===== config.mk =====
export PLATFORM = sky130hd
export DESIGN_NAME = opf_ram
export DESIGN_NICKNAME = d
export VERILOG_FILES = /design/src/hw/rtl/opf_ram.sv
export SDC_FILE = /design/constraint.sdc
export NUM_CORES = 1
export LEC_CHECK = 0
export BUFFER_PORTS_ARGS = -buffer_cell sky130_fd_sc_hd__clkbuf_2
export CELL_PAD_IN_SITES_DETAIL_PLACEMENT = 0
export CELL_PAD_IN_SITES_GLOBAL_PLACEMENT = 1
export CORE_MARGIN = 2
export CORE_UTILIZATION = 43
export DETAILED_ROUTE_END_ITERATION = 10
export PLACE_DENSITY_LB_ADDON = 0.1
export SLEW_MARGIN = 20
export SYNTH_ARGS = -nofsm -noshare
export SYNTH_HDL_FRONTEND = slang
export SYNTH_SLANG_ARGS = --single-unit

===== constraint.sdc =====
create_clock -name clk -period 1.7 [get_ports clk]
set_input_delay 0.085 -clock clk [delete_from_list [all_inputs] [get_ports clk]]
set_output_delay 0.085 -clock clk [all_outputs]
set_load 0.01 [all_outputs]

===== src/hw/rtl/opf_ram.sv =====
module opf_ram #(
	parameter int unsigned WIDTH = 8,
	parameter int unsigned DEPTH = 64
) (
	input  logic                     clk,
	input  logic                     we,
	input  logic [$clog2(DEPTH)-1:0] waddr,
	input  logic [WIDTH-1:0]         wdata,
	input  logic [$clog2(DEPTH)-1:0] raddr,
	output logic [WIDTH-1:0]         rdata
);

	logic [WIDTH-1:0] mem [DEPTH];

	always_ff @(posedge clk) begin
		if (we) begin
			mem[waddr] <= wdata;
		end
		rdata <= mem[raddr];
	end

endmodule


==> results of run 1 <==
## per-layer routing
metal / share of wire / global-route usage / vias to the layer above
li1: - / - / 4378
met1: 0.45 / 0.297 / 5269
met2: 0.47 / 0.316 / 271
met3: 0.053 / 0.0334 / 68
met4: 0.027 / 0.0667 / 0
met5: 0 / 0 / -
## what timing repair did
item,in CTS,in global routing
gates resized for setup,24,8
endpoints found under the hold margin,50,0
pin swaps,5,3
endpoints found under the setup margin,8,8
buffers inserted,0,0
hold buffers,3,0
## power by group
| part | internal (W) | switching [W] |
|---|---|---|
| clock network | 0.00644 | 0.00488 |
| registers | 0.0142 | 0.0000587 |
| logic | 0.000709 | 0.000902 |
| total | 0.0213 | 0.00584 |
## metrics by stage
| stage | cell area, um^2 | worst slack [ps] | total power [W] | std cells |
|---|---|---|---|---|
| floorplan | 20200 | 7.08 | 0.0153 | 940 |
| finish | 24300 | -130 | 0.0272 | 1814 |
| CTS | 24200 | -157 | 0.0275 | 1814 |
| global route | 24300 | -191 | 0.0281 | 1814 |
| global placement | 22400 | -455 | 0.0161 | 1711 |
| detailed placement | 22400 | -494 | 0.0161 | 1711 |
## flip-flops by register name, summed over array words and instances (netlist names)
| register | flops |
|---|---|
| mem | 512 |
| rdata | 8 |
## cell usage in the layout, fill, tap and decap left out, types with 3 or more instances in the layout
cell type	count
sky130_fd_sc_hd__clkinv_4	5
sky130_fd_sc_hd__dlygate4sd3_1	3
sky130_fd_sc_hd__a21oi_1	3
sky130_fd_sc_hd__inv_6	3
sky130_fd_sc_hd__mux2_2	8
sky130_fd_sc_hd__clkbuf_16	55
sky130_fd_sc_hd__mux4_2	126
sky130_fd_sc_hd__nand2b_1	7
sky130_fd_sc_hd__nor2_1	81
sky130_fd_sc_hd__nand2_1	19
sky130_fd_sc_hd__dfxtp_1	8
sky130_fd_sc_hd__o2111ai_1	3
sky130_fd_sc_hd__clkbuf_2	26
sky130_fd_sc_hd__mux2i_1	22
sky130_fd_sc_hd__clkbuf_1	10
sky130_fd_sc_hd__nand3_1	13
sky130_fd_sc_hd__a221oi_1	3
sky130_fd_sc_hd__buf_12	15
sky130_fd_sc_hd__o221ai_1	8
sky130_fd_sc_hd__edfxtp_1	512
sky130_fd_sc_hd__mux2_4	5
sky130_fd_sc_hd__clkinv_2	9
sky130_fd_sc_hd__o22ai_1	6
sky130_fd_sc_hd__o2bb2ai_1	3
sky130_fd_sc_hd__clkbuf_8	5
sky130_fd_sc_hd__a22oi_1	3
sky130_fd_sc_hd__clkinvlp_4	6
sky130_fd_sc_hd__nor3_1	5
sky130_fd_sc_hd__nor2b_1	13
sky130_fd_sc_hd__a211oi_1	4
sky130_fd_sc_hd__nand3b_1	3
sky130_fd_sc_hd__clkinv_1	6
sky130_fd_sc_hd__buf_4	173
## cell type report
| class | count | area [um^2] | share of cell area |
|---|---|---|---|
| Clock buffer | 69 | 1470 | 0.0606 |
| Clock inverter | 31 | 243 | 0.0100 |
| Multi-Input combinational cell | 369 | 4480 | 0.185 |
| Sequential cell | 520 | 15500 | 0.640 |
| Tap cell | 607 | 759 | 0.0313 |
| Timing Repair Buffer | 218 | 1770 | 0.0731 |
## cells by family (layout without fill, tap and decap cells)
group                  after synthesis  count (layout)  share of synthesized area
multiplexers                       162             162                      0.159
AND/OR/NAND/NOR                    153             153                     0.0339
AO/OA/AOI/OAI                       54              54                     0.0207
buffers and inverters               51             318                     0.0157
flip-flops                         520             520                      0.770
## critical path, delay by kind of cell, from the launching register on
family / cells / cell delay (ps)
DFF: 1 / 350
AOI/OAI and AO/OA: 2 / 340
buffers and inverters: 1 / 140
and+or+nand+nor: 1 / 100
muxes: 2 / 750
## worst paths after layout
path	endpoint	slack, ps
worst max-delay path	rdata[4]	-130
worst max register to register	rdata[4]	-130
worst min register to register	rdata[4]	850
worst min-delay path	mem[49][2]	130
==> impl_metrics.tcl, run 1 <==
set metrics [dict create \
    detailroute.via_count 9986 \
    period_share 1.08 \
    core_area_um2 46500 \
    finalNetCount 1185 \
    final_antenna_diode_count 0 \
    synthesis.area_per_instance_um2 21.5 \
    timing.final.setup_violations 8 \
    floorplan.die.height_um 221 \
    tritoncts "built" \
    cts.clk_slew.worst_paths_ps 60 \
    post_synth_inst_count 940 \
    timing.critical_path.from "mem[21][4]" \
    power.density_nw_per_um2 1120 \
    clk-insertion-delay-late_ps 600 \
    synth_fp_nets 962 \
    layout_overhead_on_the_synthesized_area_pct 20.3 \
    synth_cell_type_count 40 \
    worstHoldPathType "in -> reg" \
    finalHoldViolations 0 \
    max-clock-path-buffers 3 \
    num_cts_buffers 54 \
    fp.dieArea_um2 48600 \
    synth_top_cells_by_count "sky130_fd_sc_hd__edfxtp_1, sky130_fd_sc_hd__mux4_2, sky130_fd_sc_hd__nor2_1" \
    synth_sequential_area_ratio 0.770 \
    postLayoutCoreUtil 0.522 \
    drt_first_pass_iters 8 \
    netlist.area_leader.share 0.762 \
    finalHoldWorstSlack_ps 131 \
    crit_chain "mux4_2, mux2_4, o221a_4, nor3_2, buf_4, o32ai_2" \
    worst-r2r-cell-count 6 \
    htree_levels 2 \
    yosysTopAreaCell "sky130_fd_sc_hd__edfxtp_1" \
    worst_pin_slew_ps 752 \
    worstSetupEndpointType "register" \
    globalplace.congestion 0.778 \
    yosysMostFrequentCell "sky130_fd_sc_hd__edfxtp_1" \
    post-route-drc-count 0 \
    path_class "reg -> reg" \
    crit_required_ps 2160 \
    grt_total_ovfl 0 \
    synth_area_um2 20200 \
    clock.fmax_ghz 0.546 \
    finClkSkew_ps 15.5 \
    rows 79 \
    timing.slew.headroom 0.499 \
    clkSinkCount 520 \
    slowest_delay_ps 470 \
    post_synth_main_area_contributors "sky130_fd_sc_hd__edfxtp_1, sky130_fd_sc_hd__mux4_2, sky130_fd_sc_hd__nor2_1" \
    grt_antenna_before_repair 1 \
    port_buffers 29 \
    cp_slowest_cell "sky130_fd_sc_hd__mux4_2" \
    grt_start_max_net_pins 65 \
    power_leakage_nw 7.98 \
    layout-drive-gt1-share 0.379 \
    fill_cells 3705 \
    failed_checks "setup timing" \
    io_pins 30 \
    drv_slew 0 \
    pnr_worst_setup_slack_ps -130 \
    antenna_violating_nets_post_route 0 \
    grt_pass1_wl_mm 69.7 \
    grtUsageTotal 0.204 \
    finalWirelength_mm 47.7 \
    initialDrtViolationCount 839 \
    clockRootBuffer "sky130_fd_sc_hd__clkbuf_16" \
    synth_flop_type "sky130_fd_sc_hd__edfxtp_1" \
    grt_setup_unrepaired "true" \
    finalSetupTns_ps -590 \
    detail_route.wl_per_cell_um 26.3 \
    yosys_register_bits 520 \
    final.min_clock_period_ps 1830 \
    async_flop_share 0 \
    ir_drop_mv 0.748 \
    start_kind "register" \
    worst_hold_path.num_cells 3 \
    initial_core_util 0.434 \
    reg2reg_from "mem[21][4]" \
    outcome "complete, but fails checks" \
    synth_enable_flop_cells 512 \
    timing.critical_path.fanout_max 1 \
    vias_in_the_first_global_route 10300 \
    holdCritStartpoint "waddr[1]" \
    drv.max_cap_violation_count 0 \
    crit_arrival_ps 2290 \
    yosys_warnings 0 \
    place_hpwl_mm 30.4 \
    viasPerCell 5.50 \
    die-width_um 221 \
]
Note: power is estimated with default switching activity, not from simulation.
==> run 2: changes to the inputs <==
--- a/config.mk
+++ b/config.mk
@@ -11,7 +11,7 @@
 export CORE_MARGIN = 2
 export CORE_UTILIZATION = 43
 export DETAILED_ROUTE_END_ITERATION = 10
-export PLACE_DENSITY_LB_ADDON = 0.1
+export PLACE_DENSITY = 0.74
 export SLEW_MARGIN = 20
 export SYNTH_ARGS = -nofsm -noshare
 export SYNTH_HDL_FRONTEND = slang
==> run 2 against run 1 <==
  * The flow still finishes with violations (setup timing)
  * Total power is 4.2% lower
  * Final area is 2.1% lower
  * Register-to-register slack worse by 60 ps
  * Global-route usage is 1.2 points lower
  * First-iteration DRC count is 34% higher
  * Non-clock buffer count is 26 lower
  * Cell count is 2.3% lower
  * Wire length is 4.7% lower
  * Fmax is 3.0% lower
  * Sequential cell count stayed put
  * Critical endpoint unchanged
  * Largest cell class unchanged
  * Largest power group unchanged
==> impl_metrics.tcl, run 2 (same netlist as run 1, synthesis figures left out) <==
set metrics [dict create \
    outcome "complete, but fails checks" \
    failed_checks "setup timing" \
    antenna_violating_nets_post_route 0 \
    num_cts_buffers 48 \
    initial_core_util 0.434 \
    floorplan.die.height_um 221 \
    finalHoldViolations 0 \
    finalWirelength_mm 45.5 \
    gr-usage-met1 0.275 \
    path_class "reg -> reg" \
    worstHoldPathType "in -> reg" \
    grt_start_max_net_pins 65 \
    grt_total_ovfl 0 \
    drv_slew 0 \
    cp_slowest_cell "sky130_fd_sc_hd__mux4_2" \
    finClkSkew_ps 16.0 \
    detailroute.via_count 9931 \
    clk-insertion-delay-late_ps 560 \
    grt_setup_unrepaired "true" \
    layout_overhead_on_the_synthesized_area_pct 17.7 \
    top_usage_layer "met2" \
    start_kind "register" \
    timing.reg2reg.setup_slack_ps -190 \
    slowest_delay_ps 500 \
    fill_cells 3657 \
    drv.max_cap_violation_count 0 \
    tritoncts "built" \
    finalSetupTns_ps -860 \
    pnr_worst_setup_slack_ps -186 \
    max-clock-path-buffers 3 \
    layout.cells.non_filler 1773 \
    port_buffers 29 \
    mostFrequentLayoutCell "sky130_fd_sc_hd__edfxtp_1" \
    crit_arrival_ps 2320 \
    grtUsageMet3 0.0268 \
    crit_required_ps 2130 \
    timing.critical_path.fanout_max 1 \
    die-width_um 221 \
    final_antenna_diode_count 0 \
    cp.buffers_inverters 0 \
    timing.slew.headroom 0.482 \
    fp.dieArea_um2 48600 \
    grtUsageTotal 0.192 \
    crit_chain "mux4_2, mux2_4, o221a_4, nor3_4, o32ai_1" \
    p_total_w 0.0260 \
    final.min_clock_period_ps 1890 \
    power_leakage_nw 7.72 \
    timing.final.setup_violations 7 \
    met2_usage 0.312 \
    worstSetupEndpointType "register" \
    detail_route.wl_per_cell_um 25.7 \
    finalNetCount 1153 \
    clkSinkCount 520 \
    max_flop_register "mem" \
    place_hpwl_mm 29.2 \
    grt_pass1_wl_mm 67.0 \
    post-route-drc-count 0 \
    io_pins 30 \
    grt_antenna_before_repair 1 \
    postLayoutCoreUtil 0.511 \
    period_share 1.11 \
    initialDrtViolationCount 1124 \
    placedCellCount 1690 \
    worst_pin_slew_ps 778 \
    largest_reg_flops 512 \
    kind_of_cell_adding_the_most_delay_to_the_critical_path "multiplexers" \
    power.density_nw_per_um2 1100 \
    globalplace.congestion 0.785 \
    vias_in_the_first_global_route 10100 \
    rows 79 \
    largestRegisters "mem x512, rdata x8" \
    htree_levels 2 \
    ir_drop_mv 0.634 \
    clockRootBuffer "sky130_fd_sc_hd__clkbuf_16" \
    core_area_um2 46500 \
    viasPerCell 5.60 \
    clock.fmax_ghz 0.530 \
    post-place-ws_ps -870 \
    cts.clk_slew.worst_paths_ps 60 \
    mostFrequentLayoutCells "sky130_fd_sc_hd__edfxtp_1, sky130_fd_sc_hd__buf_4, sky130_fd_sc_hd__mux4_2" \
    layout-drive-gt1-share 0.348 \
    drt_first_pass_iters 4 \
]
==> run 2: cell count changes in the layout (fill, tap and decap cells not counted), moves of 4 or more <==
| cell | before | now |
|---|---|---|
| sky130_fd_sc_hd__clkbuf_8 | 5 | 1 |
| sky130_fd_sc_hd__clkbuf_16 | 55 | 49 |
| sky130_fd_sc_hd__buf_4 | 173 | 152 |
| sky130_fd_sc_hd__clkbuf_1 | 10 | 17 |
| sky130_fd_sc_hd__clkinvlp_4 | 6 | 1 |
| sky130_fd_sc_hd__clkinv_4 | 5 | 0 |
==> run 2: metrics by stage <==
stage | hold WS, ps | instance area (um^2)
global route | 50.0 | 23700
detailed placement | 535 | 22200
global placement | 545 | 22200
finish | 73.3 | 23700
CTS | 70.4 | 23700
floorplan | 184 | 20200
==> run 2: report_power, final <==
part	switching (W)	total (W)	internal, W
logic	0.000865	0.00151	0.000644
registers	0.0000494	0.0142	0.0142
clock network	0.00441	0.0103	0.00589
total	0.00532	0.0260	0.0207
==> run 2: final cells by class <==
class | instances | area (um^2) | area share
Sequential cell | 520 | 15500 | 0.654
Multi-Input combinational cell | 369 | 4430 | 0.187
Timing Repair Buffer | 192 | 1540 | 0.0647
Clock buffer | 66 | 1290 | 0.0543
Tap cell | 607 | 759 | 0.0320
Clock inverter | 19 | 190 | 0.00801
==> run 2: worst paths after layout <==
| kind | start | end | cells past startpoint |
|---|---|---|---|
| setup / recovery | mem[29][4] | rdata[4] | 5 |
| hold / removal | raddr[5] | rdata[4] | 2 |
| hold reg to reg | mem[23][1] | rdata[1] | 4 |
| setup reg to reg | mem[29][4] | rdata[4] | 5 |
==> run 2: layer usage <==
metal | vias up | share of wire
met2 | 346 | 0.49
met4 | 2 | 0.022
met3 | 63 | 0.064
met5 | - | 0.00022
li1 | 4306 | -
met1 | 5214 | 0.42
==> run 2: worst reg2reg max path: cells and delay by family (launching register included) <==
| kind | cells | cell delay, ps |
|---|---|---|
| muxes | 2 | 780 |
| AOI/OAI and AO/OA | 2 | 390 |
| DFF | 1 | 350 |
| and+or+nand+nor | 1 | 250 |
==> run 2: repair_timing <==
action                                  4_1_cts  5_1_grt
buffers inserted                              0        0
endpoints found under the setup margin        8        8
pin swaps                                     4        2
resized for setup                            16        9
hold buffers                                  0        0
gates cloned                                  0        0
